`src/sv/led64_block_decrypt_assert.svh`:
```
// ----------------------------------------------------------------------------
// Assertion macros for the LED-64 block decrypter
// Concurrent checks that compile away when ASSERT_OFF is defined.
// ----------------------------------------------------------------------------
`ifndef LED64_BLOCK_DECRYPT_ASSERT_SVH
`define LED64_BLOCK_DECRYPT_ASSERT_SVH
`ifndef ASSERT_OFF
`define ASSERT_IMPL(lbl, clk, rst_n, ante, cons) \
    lbl: assert property (@(posedge clk) disable iff (!rst_n) (ante) |-> (cons)) \
        else $error("assertion failed");
`define ASSERT_NEXT(lbl, clk, rst_n, ante, cons) \
    lbl: assert property (@(posedge clk) disable iff (!rst_n) (ante) |=> (cons)) \
        else $error("assertion failed");
`else
`define ASSERT_IMPL(lbl, clk, rst_n, ante, cons)
`define ASSERT_NEXT(lbl, clk, rst_n, ante, cons)
`endif
`endif

```
`src/sv/led64_pkg.sv`:
```
// ----------------------------------------------------------------------------
// LED-64 decrypt package
// Word types, tables and nibble-level helper functions.
// ----------------------------------------------------------------------------
package led64_pkg;
    localparam int ROUNDS = 32;
    localparam int NCELLS = ROUNDS - 1;

    typedef struct packed {
        logic [63:0] cipher_block;
        logic        last_block;
    } t_in_word;

    typedef struct packed {
        logic [63:0] plain_block;
        logic        last_block_out;
    } t_out_word;

    typedef struct packed {
        logic [63:0] state;
        logic        last;
    } t_cell_data;

    function automatic logic [3:0] inv_sbox(input logic [3:0] v);
        logic [3:0] r;
        case (v)
            4'h0: r = 4'h5; 4'h1: r = 4'hE; 4'h2: r = 4'hF; 4'h3: r = 4'h8;
            4'h4: r = 4'hC; 4'h5: r = 4'h1; 4'h6: r = 4'h2; 4'h7: r = 4'hD;
            4'h8: r = 4'hB; 4'h9: r = 4'h4; 4'hA: r = 4'h6; 4'hB: r = 4'h3;
            4'hC: r = 4'h0; 4'hD: r = 4'h7; 4'hE: r = 4'h9; default: r = 4'hA;
        endcase
        return r;
    endfunction

    function automatic logic [3:0] gf_mul(input logic [3:0] a, input logic [3:0] b);
        logic [3:0] r;
        logic [3:0] x;
        r = 4'h0;
        x = a;
        for (int i = 0; i < 4; i++) begin
            if (b[i]) r = r ^ x;
            x = x[3] ? ({x[2:0], 1'b0} ^ 4'h3) : {x[2:0], 1'b0};
        end
        return r;
    endfunction

    function automatic logic [3:0] mat(input int r, input int j);
        logic [15:0] row;
        case (r)
            0: row = 16'hCCD4;
            1: row = 16'h3845;
            2: row = 16'h762E;
            default: row = 16'hD99D;
        endcase
        return row[15-4*j -: 4];
    endfunction

    // Inverse MixColumns with shifted row placement, optional inverse S-box.
    function automatic logic [63:0] mix(input logic [63:0] s, input logic with_sbox);
        logic [63:0] t;
        logic [3:0]  acc;
        logic [3:0]  v;
        t = '0;
        for (int c = 0; c < 4; c++) begin
            for (int r = 0; r < 4; r++) begin
                acc = 4'h0;
                for (int j = 0; j < 4; j++) begin
                    v = s[4*(c+4*j) +: 4];
                    if (with_sbox) v = inv_sbox(v);
                    acc = acc ^ gf_mul(mat(r, j), v);
                end
                t[4*(r*4 + ((c + r) & 3)) +: 4] = acc;
            end
        end
        return t;
    endfunction

    // Transformed round constants for nibbles 1, 6, 11, 12.
    function automatic logic [15:0] rc_tab(input logic [4:0] rd);
        logic [15:0] r;
        case (rd)
            5'd0:  r = 16'h0101; 5'd1:  r = 16'hB4BC; 5'd2:  r = 16'hD5DF;
            5'd3:  r = 16'hC28B; 5'd4:  r = 16'hEC23; 5'd5:  r = 16'h2ED4;
            5'd6:  r = 16'h9A68; 5'd7:  r = 16'hC233; 5'd8:  r = 16'hB404;
            5'd9:  r = 16'h8DF8; 5'd10: r = 16'h61A7; 5'd11: r = 16'h17EC;
            5'd12: r = 16'hFB0B; 5'd13: r = 16'hD567; 5'd14: r = 16'h9AAC;
            5'd15: r = 16'h4F0F; 5'd16: r = 16'hD51B; 5'd17: r = 16'h4FB7;
            5'd18: r = 16'h8D3C; 5'd19: r = 16'hEC9B; 5'd20: r = 16'h76F3;
            5'd21: r = 16'h3944; 5'd22: r = 16'h39FC; 5'd23: r = 16'h61DB;
            5'd24: r = 16'hC2F7; 5'd25: r = 16'h3938; 5'd26: r = 16'hECE7;
            5'd27: r = 16'hA3E8; 5'd28: r = 16'hFB77; 5'd29: r = 16'h007C;
            5'd30: r = 16'h589F; default: r = 16'h768F;
        endcase
        return r;
    endfunction
endpackage

```
`src/sv/led64_round_cell.sv`:
```
// ----------------------------------------------------------------------------
// LED-64 decrypt round cell
// One registered inverse round; the round number is fixed per cell.
// ----------------------------------------------------------------------------
module led64_round_cell
    import led64_pkg::*;
(
    input  logic        i_clk,
    input  logic        i_rst_n,
    input  logic [4:0]  i_round,
    input  logic [63:0] i_mkey,
    input  logic        i_adv,
    input  logic        i_valid,
    input  t_cell_data  i_data,
    output logic        o_valid,
    output t_cell_data  o_data
);
    logic       r_valid;
    t_cell_data r_data;
    t_cell_data n_data;
    logic [15:0] rc;

    always_comb begin
        rc = rc_tab(i_round);
        n_data = i_data;
        n_data.state = mix(i_data.state, 1'b1);
        n_data.state[3:0]   = n_data.state[3:0]   ^ 4'h9;
        n_data.state[23:20] = n_data.state[23:20] ^ 4'h5;
        n_data.state[43:40] = n_data.state[43:40] ^ 4'h7;
        n_data.state[63:60] = n_data.state[63:60] ^ 4'hF;
        n_data.state[7:4]   = n_data.state[7:4]   ^ rc[15:12];
        n_data.state[27:24] = n_data.state[27:24] ^ rc[11:8];
        n_data.state[47:44] = n_data.state[47:44] ^ rc[7:4];
        n_data.state[51:48] = n_data.state[51:48] ^ rc[3:0];
        if (i_round[1:0] == 2'b00) n_data.state = n_data.state ^ i_mkey;
    end

    always_ff @(posedge i_clk) begin
        if (!i_rst_n) begin
            r_valid <= 1'b0;
        end else if (i_adv) begin
            r_valid <= i_valid;
        end
        if (i_adv) r_data <= n_data;
    end

    assign o_valid = r_valid;
    assign o_data  = r_data;
endmodule

```
`config.mk`:
```
export PLATFORM = sky130hd
export DESIGN_NAME = led64_round_cell
export DESIGN_NICKNAME = d
export VERILOG_FILES = /design/src/sv/led64_block_decrypt_assert.svh /design/src/sv/led64_pkg.sv /design/src/sv/led64_round_cell.sv
export SDC_FILE = /design/constraint.sdc
export NUM_CORES = 1
export LEC_CHECK = 0
export BUFFER_PORTS_ARGS = -buffer_cell sky130_fd_sc_hd__clkbuf_2
export CAP_MARGIN = 20
export CORE_MARGIN = 4
export CORE_UTILIZATION = 40
export DETAILED_ROUTE_END_ITERATION = 10
export PLACE_DENSITY = 0.62
export SLEW_MARGIN = 20
export SYNTH_ARGS = -nofsm -noshare
export SYNTH_HDL_FRONTEND = slang
export SYNTH_MEMORY_MAX_BITS = 65536
export SYNTH_SLANG_ARGS = --single-unit
```
`constraint.sdc`:
```
create_clock -name i_clk -period 3 [get_ports i_clk]
set_clock_uncertainty 0.1 [all_clocks]
set_input_delay 0.3 -clock i_clk [delete_from_list [all_inputs] [get_ports i_clk]]
set_output_delay 0.3 -clock i_clk [all_outputs]
set_load 0.05 [all_outputs]
```
* Word-level counts from Yosys, hierarchy flattened
Memories as Yosys holds them, arrays and structs flattened. Index checks and enable logic that the tools add are counted.
Storage, ports and cells: input port bits 138, output and inout port bits 66, memories kept 65, register bits after elaboration 66, ROM bits 4608
Cells by class: bitwise gates (word level) 249, multiplexer cells 257, reductions and logical operators 1
Memory list:
- (no name shown) | words 32, width 16, read ports 1, clocked after Yosys merged registers in 0, write ports 0, RTL line led64_pkg.sv:81 | case (rd)
- (no name shown) | words 16, width 4, read ports 1, clocked after Yosys merged registers in 0, write ports 0, RTL line led64_pkg.sv:26 | case (v)
- (no name shown) | words 16, width 4, read ports 1, clocked after Yosys merged registers in 0, write ports 0, RTL line led64_pkg.sv:26
- (no name shown) | words 16, width 4, read ports 1, clocked after Yosys merged registers in 0, write ports 0, RTL line led64_pkg.sv:26
- (no name shown) | words 16, width 4, read ports 1, clocked after Yosys merged registers in 0, write ports 0, RTL line led64_pkg.sv:26
- (no name shown) | words 16, width 4, read ports 1, clocked after Yosys merged registers in 0, write ports 0, RTL line led64_pkg.sv:26
- +59 memories
Operators with widths (count):
- $mux W4 | 128
- $xor A4 B4 Y4 | 52
- $mux W3 | 64
- $not A2 Y2 | 70
- $not A3 Y3 | 33
- $mux W2 | 44
- $mux W64 | 1
- $xor A64 B64 Y64 | 1
- $not A1 Y1 | 48
- $not A4 Y4 | 9
- $not A1 Y2 | 16
- $mux W1 | 20
- $not A1 Y1 const A | 16
- $not A2 Y3 | 4
- $logic_not A2 Y1 | 1

* Logic depth before layout (Yosys ltp)
Gate-level depths: netlist (run 1). An unclocked memory read counts as a cell.
word-level depth 14, mapped depth 10, mapped depth without buffers 8

* Least setup slack after synthesis (run 1)
OpenSTA, ideal clock, no wires.
path type in2reg, start input port i_data[5] (netlist bit), end register r_data (netlist bit o_data[26]), data pin, buffers on the path 1, slack 0.204 ns, data arrival time 2.436 ns, library setup time 0.260 ns, cell stages on the path 9, cells stage by stage inv_1 -> ha_1 -> clkbuf_1 -> inv_1 -> mux4_2 -> xor2_1 -> xor2_1 -> xnor3_1 -> xnor2_1
RTL lines:
- from (decl) | RTL line led64_round_cell.sv:14 | input t_cell_data i_data,
- to (signal assigned) | RTL line led64_round_cell.sv:44 | if (i_adv) r_data <= n_data;
- to (decl) | RTL line led64_round_cell.sv:19 | t_cell_data r_data;

==> results of run 1 <==
[Yosys cell counts (19+ instances only)]
| cell type | count | area share |
|---|---|---|
| buf_2 | 19 | 0.010 |
| inv_1 | 64 | 0.025 |
| mux2i_1 | 21 | 0.022 |
| xnor2_1 | 192 | 0.18 |
| nand2_1 | 94 | 0.037 |
| nor2_1 | 41 | 0.016 |
| edfxtp_1 | 65 | 0.21 |
| a21oi_1 | 49 | 0.026 |
| xor2_1 | 57 | 0.053 |
| a211oi_1 | 23 | 0.018 |
| o21ai_0 | 24 | 0.013 |
| mux4_2 | 25 | 0.060 |
| ha_1 | 90 | 0.12 |
| xnor3_1 | 34 | 0.081 |
[registers in the layout, indices dropped and copies added, names as in the netlist]
name	cells
o_data	65
o_valid	1
[metal layers]
metal,global-route usage,routed length (microns)
met2,0.277,10800
met4,0.0404,317
met3,0.0180,909
met5,0,0
met1,0.235,10800
[critical path, cell delays in order]
cell      delay, ns
clkbuf_2       0.13
inv_1          0.10
ha_1           0.38
mux4_2         0.53
xor2_1         0.27
xnor2_1        0.16
xnor2_1        0.26
xnor3_1        0.43
[through the flow]
step | area, sq um | utilization
global route | 11300 | 0.495
finish | 11300 | 0.495
detailed placement | 11000 | 0.482
global placement | 11000 | 0.482
CTS | 11300 | 0.495
floorplan | 9450 | -
[cells by family after synthesis]
kind of cell / Yosys count / synth area share
XOR/XNOR: 292 / 0.331
AND/OR/NAND/NOR: 185 / 0.0844
AO/OA/AOI/OAI: 161 / 0.112
buffers and inverters: 118 / 0.0560
adder cells (fa/ha/maj): 90 / 0.119
flip-flops: 66 / 0.209
multiplexers: 50 / 0.0882
[cell usage in the layout, fill, tap and decap left out, types with 6 or more instances in the layout]
cell         n
o21a_1       6
clkbuf_2   202
nand2b_1    10
xnor3_1     34
buf_4       56
edfxtp_1    65
mux4_2      25
nor2_1      41
o21ai_0     24
nor3_1      18
mux2i_1     21
a31oi_1      8
a21o_1       7
ha_1        89
inv_1       64
o211ai_1     6
a211oi_1    23
clkbuf_16    9
nand2_1     94
xnor2_1    192
xor2_1      57
nor2b_1     10
a21oi_1     49
[power breakdown]
group | switching, mW | internal (mW) | total [mW] | leakage [nW]
sequential | 0.171 | 1.72 | 1.89 | 0.644
clock | 0.409 | 0.640 | 1.05 | 0.135
combinational | 3.20 | 2.14 | 5.34 | 4.29
[layout make-up]
cell class	count	area, sq um	share of cell area
Multi-Input combinational cell	778	6950	0.613
Sequential cell	66	1970	0.174
Timing Repair Buffer	260	1470	0.130
Tap cell	313	392	0.0345
Inverter	68	260	0.0230
Clock buffer	9	225	0.0199
Clock inverter	7	70.1	0.00618
[worst min path at each step]
| stage | from | endpoint | slack, ns | cells after the start |
|---|---|---|---|---|
| floorplan | i_data[0] | o_data[0]$_DFFE_PP_ | 0.30 | 0 |
| global placement | i_data[0] | o_data[0]$_DFFE_PP_ | 0.38 | 1 |
| detailed placement | i_data[0] | o_data[0]$_DFFE_PP_ | 0.39 | 1 |
| CTS | i_data[0] | o_data[0]$_DFFE_PP_ | 0.03 | 1 |
| global route | i_data[0] | o_data[0]$_DFFE_PP_ | 0.04 | 1 |
| finish | i_data[0] | o_data[0]$_DFFE_PP_ | 0.05 | 1 |
==> results.md, run 1 <==
- Synth unique cells: 63
- First-pass GRT wire length: roughly 36,000 microns
- Total CTS buffers: 9
- DR pass1 iterations: 4
- Vias per cell: between 4 and 5
- Die Ht: roughly 160 microns
- Max-slew violations: 0
- Clock Root Buffer: clkbuf_16
- Post-Route Setup TNS: 0 ns
- Top_reg_cell synth: edfxtp_1
- Total Routing Usage GR: 0.167
- Drt initial violations: about 310
- Grt total ovfl: 0
- Post-synthesis sequential area ratio: 0.209
- Setup Fix Bufs, Post-CTS: 0
- Area Overhead vs Synth: 20.0%
- Mapped Nets: ~1,200
- Post-DP HPWL: between 15,000 and 20,000 microns
- Max clock buf depth: 2
- Leakage: 5.07 nW
- CP max FO: 5
- Layout cell share with drive strength beyond 1: 0.272
- RSZ-0062 raised after global routing: no
- Crit end category: flip-flop
- Residual DRC: 0
- Syn Inst Count: approximately 960
- Avg Cell Area, Syn: 9.82 sq um
- Core region area: ~23,000 sq um
- YS warnings: 0
- Crit path launch type: primary input
- Post-synth EDFFs: 65
- Finish-stage setup viols: 0
- Die area: approximately 26,000 sq um
- Status: finished, final reports clean
- Die X: around 160 microns
- CTS tree: built
- CTS clk-pin slew, worst paths: ~0.06 ns
- CTS Hold Buffers Added: 0
- Maximum clock frequency: about 0.39 GHz
- Tot Pwr: 8.29 mW
- Arr. time, crit path: ~2.6 ns
- Fin crit share: 0.862
- Worst Slack Setup Final: approximately 0.41 ns
- Placed instance count: roughly 1,500
- Vias in the first global route: ~7,000
- Worst slack at placement: 0.0558 ns
- Worst setup path class: in -> reg
- GP Congestion: just under 0.9
- Worst hold margin: 0.0475 ns
- Slew headroom: 0.408
- Fillcell total: around 2,200
- Initial Util: 0.412
- Port buffer count: 203
- Worst skew pair latency: 0.34 ns
- Final #Nets: around 1,400
- Worst slew pin tran: 0.888 ns
- Initial antenna violation count: 0
- Worst hold path class: in -> reg
- CP required: 2.98 ns
- FF-to-FF setup slack: around 2.3 ns
- Total Wirelength: between 20,000 and 25,000 microns
- R2R Path Start: o_valid$_SDFFE_PN0P_
- Largest net degree at the start of global routing: 67
- FF-to-FF path depth: 2
- Sink Count: 66
- FF+latch count, synth: 66
- Non-Filler Instances: 1,501
- Via count: 7,309
- Final Hold Viols: 0
- I/O pin cnt: 204
- Cell Pwr Density: between 700 and 800 nW/um^2
- Maxcap violations: 0
- Crit. Startpoint: i_data[21]
- Max IR drop VDD: approximately 400 uV
- Fin crit period: 2.59 ns
- Mapped Area: about 9400 sq um
- Critical Path Sink: o_data[6]$_DFFE_PP_
- WL per Instance: between 15 and 20 microns
- Synth async-reset ratio: 0
- Reg2reg end: o_valid$_SDFFE_PN0P_
- N_diodes: 0
- Post-detailed-route count of antenna-violating nets: 0
- H-Tree Depth: 3
- Cell Rows: 55
- PostCTS Resize Cnt: 0
Note: power is estimated with default switching activity, not from simulation.
==> run 2, diff against run 1 <==
- CELL_PAD_IN_SITES_DETAIL_PLACEMENT: not set -> 0
- CELL_PAD_IN_SITES_GLOBAL_PLACEMENT: not set -> 2
- CORE_MARGIN: 4 -> not set
- CORE_UTILIZATION: 40 -> 32
- PLACE_DENSITY: 0.62 -> 0.77
==> run 2 against run 1 <==
Global-route usage up 0.20 points. Largest cell class unchanged. Combinational power hardly changed. Highest routed layer unchanged. Cell count grew 5.1%. Sequential share of layout area is 0.18 points lower. Total power is 1.1% higher. Critical path depth rose by 1. Critical path type unchanged. Clock power is 7% higher. Setup slack worse by 0.13 ns. Via count is 1.5% higher.
==> results.md, run 2 (synthesis results as in run 1) <==
- Status: finished, final reports clean
- Worst slew pin tran: approximately 1.0 ns
- Clock Root Buffer: clkbuf_16
- Crit path launch type: primary input
- Initial Util: 0.327
- Tot Pwr: around 8.4 mW
- Total CTS buffers: 9
- Max reg flops: 65
- Max clock buf depth: 2
- CTS tree: built
- Arr. time, crit path: around 2.7 ns
- Max incr delay on CP: around 0.53 ns
- WL per Instance: roughly 16 microns
- Cell Rows: just over 60
- Max-slew violations: 0
- Grt total ovfl: 0
- Drt initial violations: between 400 and 500
- Min-Delay Path Depth: 1
- Slew headroom: 0.333
- Final #Nets: about 1,400
- Max IR drop VDD: ~380 uV
- Layout cell share with drive strength beyond 1: 0.275
- Total Routing Usage GR: 0.169
- Fin crit period: between 2 and 3 ns
- FF-to-FF path depth: 2
- GR met3 Demand/Resource: 0.0239
- Vias per cell: 4.70
- Worst skew pair latency: approximately 0.34 ns
- CTS clk-pin slew, worst paths: approximately 0.06 ns
- Via count: between 7,000 and 8,000
- GR Util met1: 0.232
- Maximum clock frequency: 0.368 GHz
- Slowest CP cell: mux4_2
- Setup Fix Bufs, Post-CTS: 0
- Fin crit share: 0.905
- RSZ-0062 raised after global routing: no
- First-pass GRT wire length: roughly 40,000 microns
- Total Wirelength: 25,500 microns
- Core region area: just under 30,000 sq um
- Vias in the first global route: about 7,300
- GP Congestion: approximately 0.86
- Crit end category: flip-flop
- CP max FO: 5
- Area Overhead vs Synth: 21.3%
- Leading cell types in the layout, fill and taps excluded: 202 x clkbuf_2, 192 x xnor2_1, 94 x nand2_1, 89 x ha_1, 65 x edfxtp_1
- Die X: 174 microns
- Cell Pwr Density: ~730 nW/um^2
- I/O pin cnt: roughly 200
- Finish-stage setup viols: 0
- Leakage: approximately 5.1 nW
- Sink Count: 66
- Non-Filler Instances: approximately 1,600
- Maxcap violations: 0
- Placed instance count: about 1,600
- Most common cell after layout, fill and taps aside: clkbuf_2
- Worst setup path class: in -> reg
- Instance count on the critical path: 9
- DR pass1 iterations: 4
- Cells along the critical path: clkbuf_2 -> inv_1 -> ha_1 -> inv_1 -> mux4_2 -> xor2_1 -> xnor2_1 -> xnor2_1 -> xnor3_1
- Largest delay share family, worst path: XOR/XNOR gates
- Residual DRC: 0
- H-Tree Depth: 3
- Port buffer count: slightly above 200
- Final Hold Viols: 0
- Post-DP HPWL: ~21,000 microns
- CTS Hold Buffers Added: 0
- PostCTS Resize Cnt: 0
- Largest net degree at the start of global routing: 67
- CP bufs+invs: 3
- Die area: about 30,000 sq um
- GR Util met2: 0.280
- Worst hold path class: in -> reg
- Die Ht: approximately 170 microns
- Post-Route Setup TNS: 0 ns
- Worst slack at placement: -0.0285 ns
- CP required: between 2 and 3 ns
- Worst Slack Setup Final: 0.285 ns
- Post-detailed-route count of antenna-violating nets: 0
- GRT busiest layer: met2
- Initial antenna violation count: 1
-- run 2: worst register-to-register path: cells and delay by family, from the launching register on --
family	cells	cell delay (ns)
flops	1	0.32
mux	1	0.15
simple gates	1	0.06
-- run 2: worst paths after layout --
kind | from | endpoint | slack (ns)
worst min-delay path | i_data[0] | o_data[0]$_DFFE_PP_ | 0.07
worst max-delay path | i_data[37] | o_data[6]$_DFFE_PP_ | 0.28
worst max register to register | o_valid$_SDFFE_PN0P_ | o_valid$_SDFFE_PN0P_ | 2.26
worst min register to register | o_valid$_SDFFE_PN0P_ | o_valid$_SDFFE_PN0P_ | 0.46
-- run 2: per-layer routing --
layer	wire length (microns)	part of all wire
met5	0	0
met4	380	0.015
met3	1050	0.041
met1	12100	0.48
met2	11900	0.47
-- run 2: report_power, final --
part,switching (mW),internal [mW],leakage [nW]
clock,0.471,0.651,0.146
sequential,0.163,1.72,0.644
combinational,3.23,2.15,4.31
-- run 2: stage by stage --
step / cell area, sq um / util / hold slack [ns]
floorplan: 9450 / - / 0.299
global placement: 11100 / 0.386 / 0.400
detailed placement: 11100 / 0.386 / 0.434
CTS: 11500 / 0.397 / 0.0771
global route: 11500 / 0.397 / 0.0676
finish: 11500 / 0.397 / 0.0734
-- run 2: layout make-up --
type	count	area, sq um
clock buffer	9	225
multi-input combinational	778	6950
sequential	66	1970
tap	384	480
fill	2963	17400
antenna	1	2.50
timing repair buffer	264	1490
inverter	68	260
clock inverter	7	77.6
==> run 3, diff against run 2 <==
- CORE_MARGIN: not set -> 3
==> run 3 against run 2 <==
Hold slack got worse by 0.0097 ns. Register-to-register slack improved by 0.05 ns. Largest power group unchanged. Critical endpoint unchanged. Sequential share of layout area decreased by 0.10 points. Core utilization rose by 0.13 points. Die area rose by 4.7%. Critical path depth unchanged. Highest routed layer unchanged. Via count up 0.24%. Largest cell class unchanged. Clock-buffer cell count is 1 higher.
==> results.md, run 3 (synthesis results as in run 1) <==
- Status: finished, final reports clean
- Clock Root Buffer: clkbuf_16
- Via count: ~7,400
- H-Tree Depth: 3
- Crit end category: flip-flop
- Vias in the first global route: ~7,300
- CTS Hold Buffers Added: 0
- RSZ-0062 raised after global routing: no
- Maxcap violations: 0
- Port buffer count: just over 200
- Max IR drop VDD: about 410 uV
- Worst hold path class: in -> reg
- Slew headroom: 0.541
- FF-to-FF path depth: 2
- Final Hold Viols: 0
- CP bufs+invs: 3
- Final #Nets: 1,426
- Most common cell after layout, fill and taps aside: clkbuf_2
- Die X: between 150 and 200 microns
- Maximum clock frequency: just under 0.4 GHz
- Placed Area: around 11,000 sq um
- Residual DRC: 0
- Layout cell share with drive strength beyond 1: 0.279
- Non-Filler Instances: roughly 1,600
- PostCTS Resize Cnt: 0
- Crit. Startpoint: i_data[37]
- Hold_sp: i_data[0]
- Worst slew pin tran: 0.688 ns
- Post-Route Setup TNS: 0 ns
- Total CTS buffers: 9
- CTS clk-pin slew, worst paths: 0.06 ns
- Post-detailed-route count of antenna-violating nets: 0
- Total Wirelength: about 26,000 microns
- Setup Fix Bufs, Post-CTS: 0
- Fin crit share: 0.866
- R2R Path Start: o_valid$_SDFFE_PN0P_
- First-pass GRT wire length: approximately 40,000 microns
- Crit path launch type: primary input
- Grt total ovfl: 0
- Worst skew pair latency: roughly 0.33 ns
- Worst setup path class: in -> reg
- Cells along the critical path: clkbuf_2 -> inv_1 -> ha_1 -> inv_1 -> mux4_2 -> xor2_1 -> xnor2_1 -> xnor2_1 -> xnor3_1
- Leakage: roughly 5.1 nW
- Vias per cell: roughly 4.7
- Slowest CP cell: mux4_2
- Core region area: a little under 30,000 sq um
- Final instance area: 11,500 sq um
- Max reg flops: between 60 and 70
- CP max FO: 5
- Drt initial violations: 436
- Area Overhead vs Synth: 22.0%
- Leading cell types in the layout, fill and taps excluded: 202 x clkbuf_2, 192 x xnor2_1, 94 x nand2_1, 89 x ha_1, 73 x buf_4
- I/O pin cnt: about 200
- Sink Count: between 60 and 70
- CTS tree: built
- Post-DP HPWL: roughly 22,000 microns
- Die Ht: 178 microns
- Initial Util: 0.326
- Max clock buf depth: 2
- DR pass1 iterations: 5
- GP Congestion: roughly 0.84
- Cell Rows: 62
- Tot Pwr: between 8 and 9 mW
- Finish-stage setup viols: 0
- Max-slew violations: 0
- Max incr delay on CP: between 0.5 and 0.6 ns
- Fin crit period: approximately 2.6 ns
- Largest delay share family, worst path: XOR/XNOR gates
- Initial antenna violation count: 1
- Arr. time, crit path: approximately 2.6 ns
- Instance count on the critical path: 9
- CP required: between 2 and 3 ns
- Placed instance count: around 1,600
- WL per Instance: about 16 microns
- Cell Pwr Density: ~730 nW/um^2
- Largest net degree at the start of global routing: between 40 and 50
- Min-Delay Path Depth: 1
- Die area: approximately 32,000 sq um
- Total Routing Usage GR: 0.162
[run 3: worst paths after layout]
path	endpoint	slack [ns]
setup / recovery	o_data[6]$_DFFE_PP_	0.40
hold / removal	o_data[0]$_DFFE_PP_	0.06
setup reg to reg	o_valid$_SDFFE_PN0P_	2.31
hold reg to reg	o_valid$_SDFFE_PN0P_	0.42
[run 3: area by class of cell]
cell class                 instances  area [sq um]
clock inverter                     4          68.8
timing repair buffer             275          1560
inverter                          68           260
fill                            2902         17400
sequential                        66          1970
clock buffer                      10           229
multi-input combinational        778          6950
tap                              384           480
antenna                            2          5.00
[run 3: metrics by stage]
| step | utilization | setup WS [ns] | hold WS [ns] |
|---|---|---|---|
| 2_1_floorplan | - | 0.204 | 0.299 |
| 3_3_place_gp | 0.388 | 0.0721 | 0.401 |
| 3_5_place_dp | 0.388 | 0.0468 | 0.420 |
| 4_1_cts | 0.398 | 0.423 | 0.0621 |
| 5_1_grt | 0.398 | 0.211 | 0.0557 |
| 6_report | 0.398 | 0.402 | 0.0637 |
[run 3: where the power goes]
group	internal (mW)	switching (mW)	total, mW
registers	1.72	0.175	1.90
clock network	0.716	0.429	1.14
logic	2.16	3.23	5.40
[run 3: routing by layer]
| metal | track usage | vias to the layer above | wire, microns |
|---|---|---|---|
| met5 | 0 | - | 0 |
| met4 | 0.0442 | 0 | 367 |
| met2 | 0.270 | 150 | 12500 |
| met1 | 0.220 | 3511 | 12100 |
| li1 | - | 3757 | - |
| met3 | 0.0229 | 17 | 1140 |
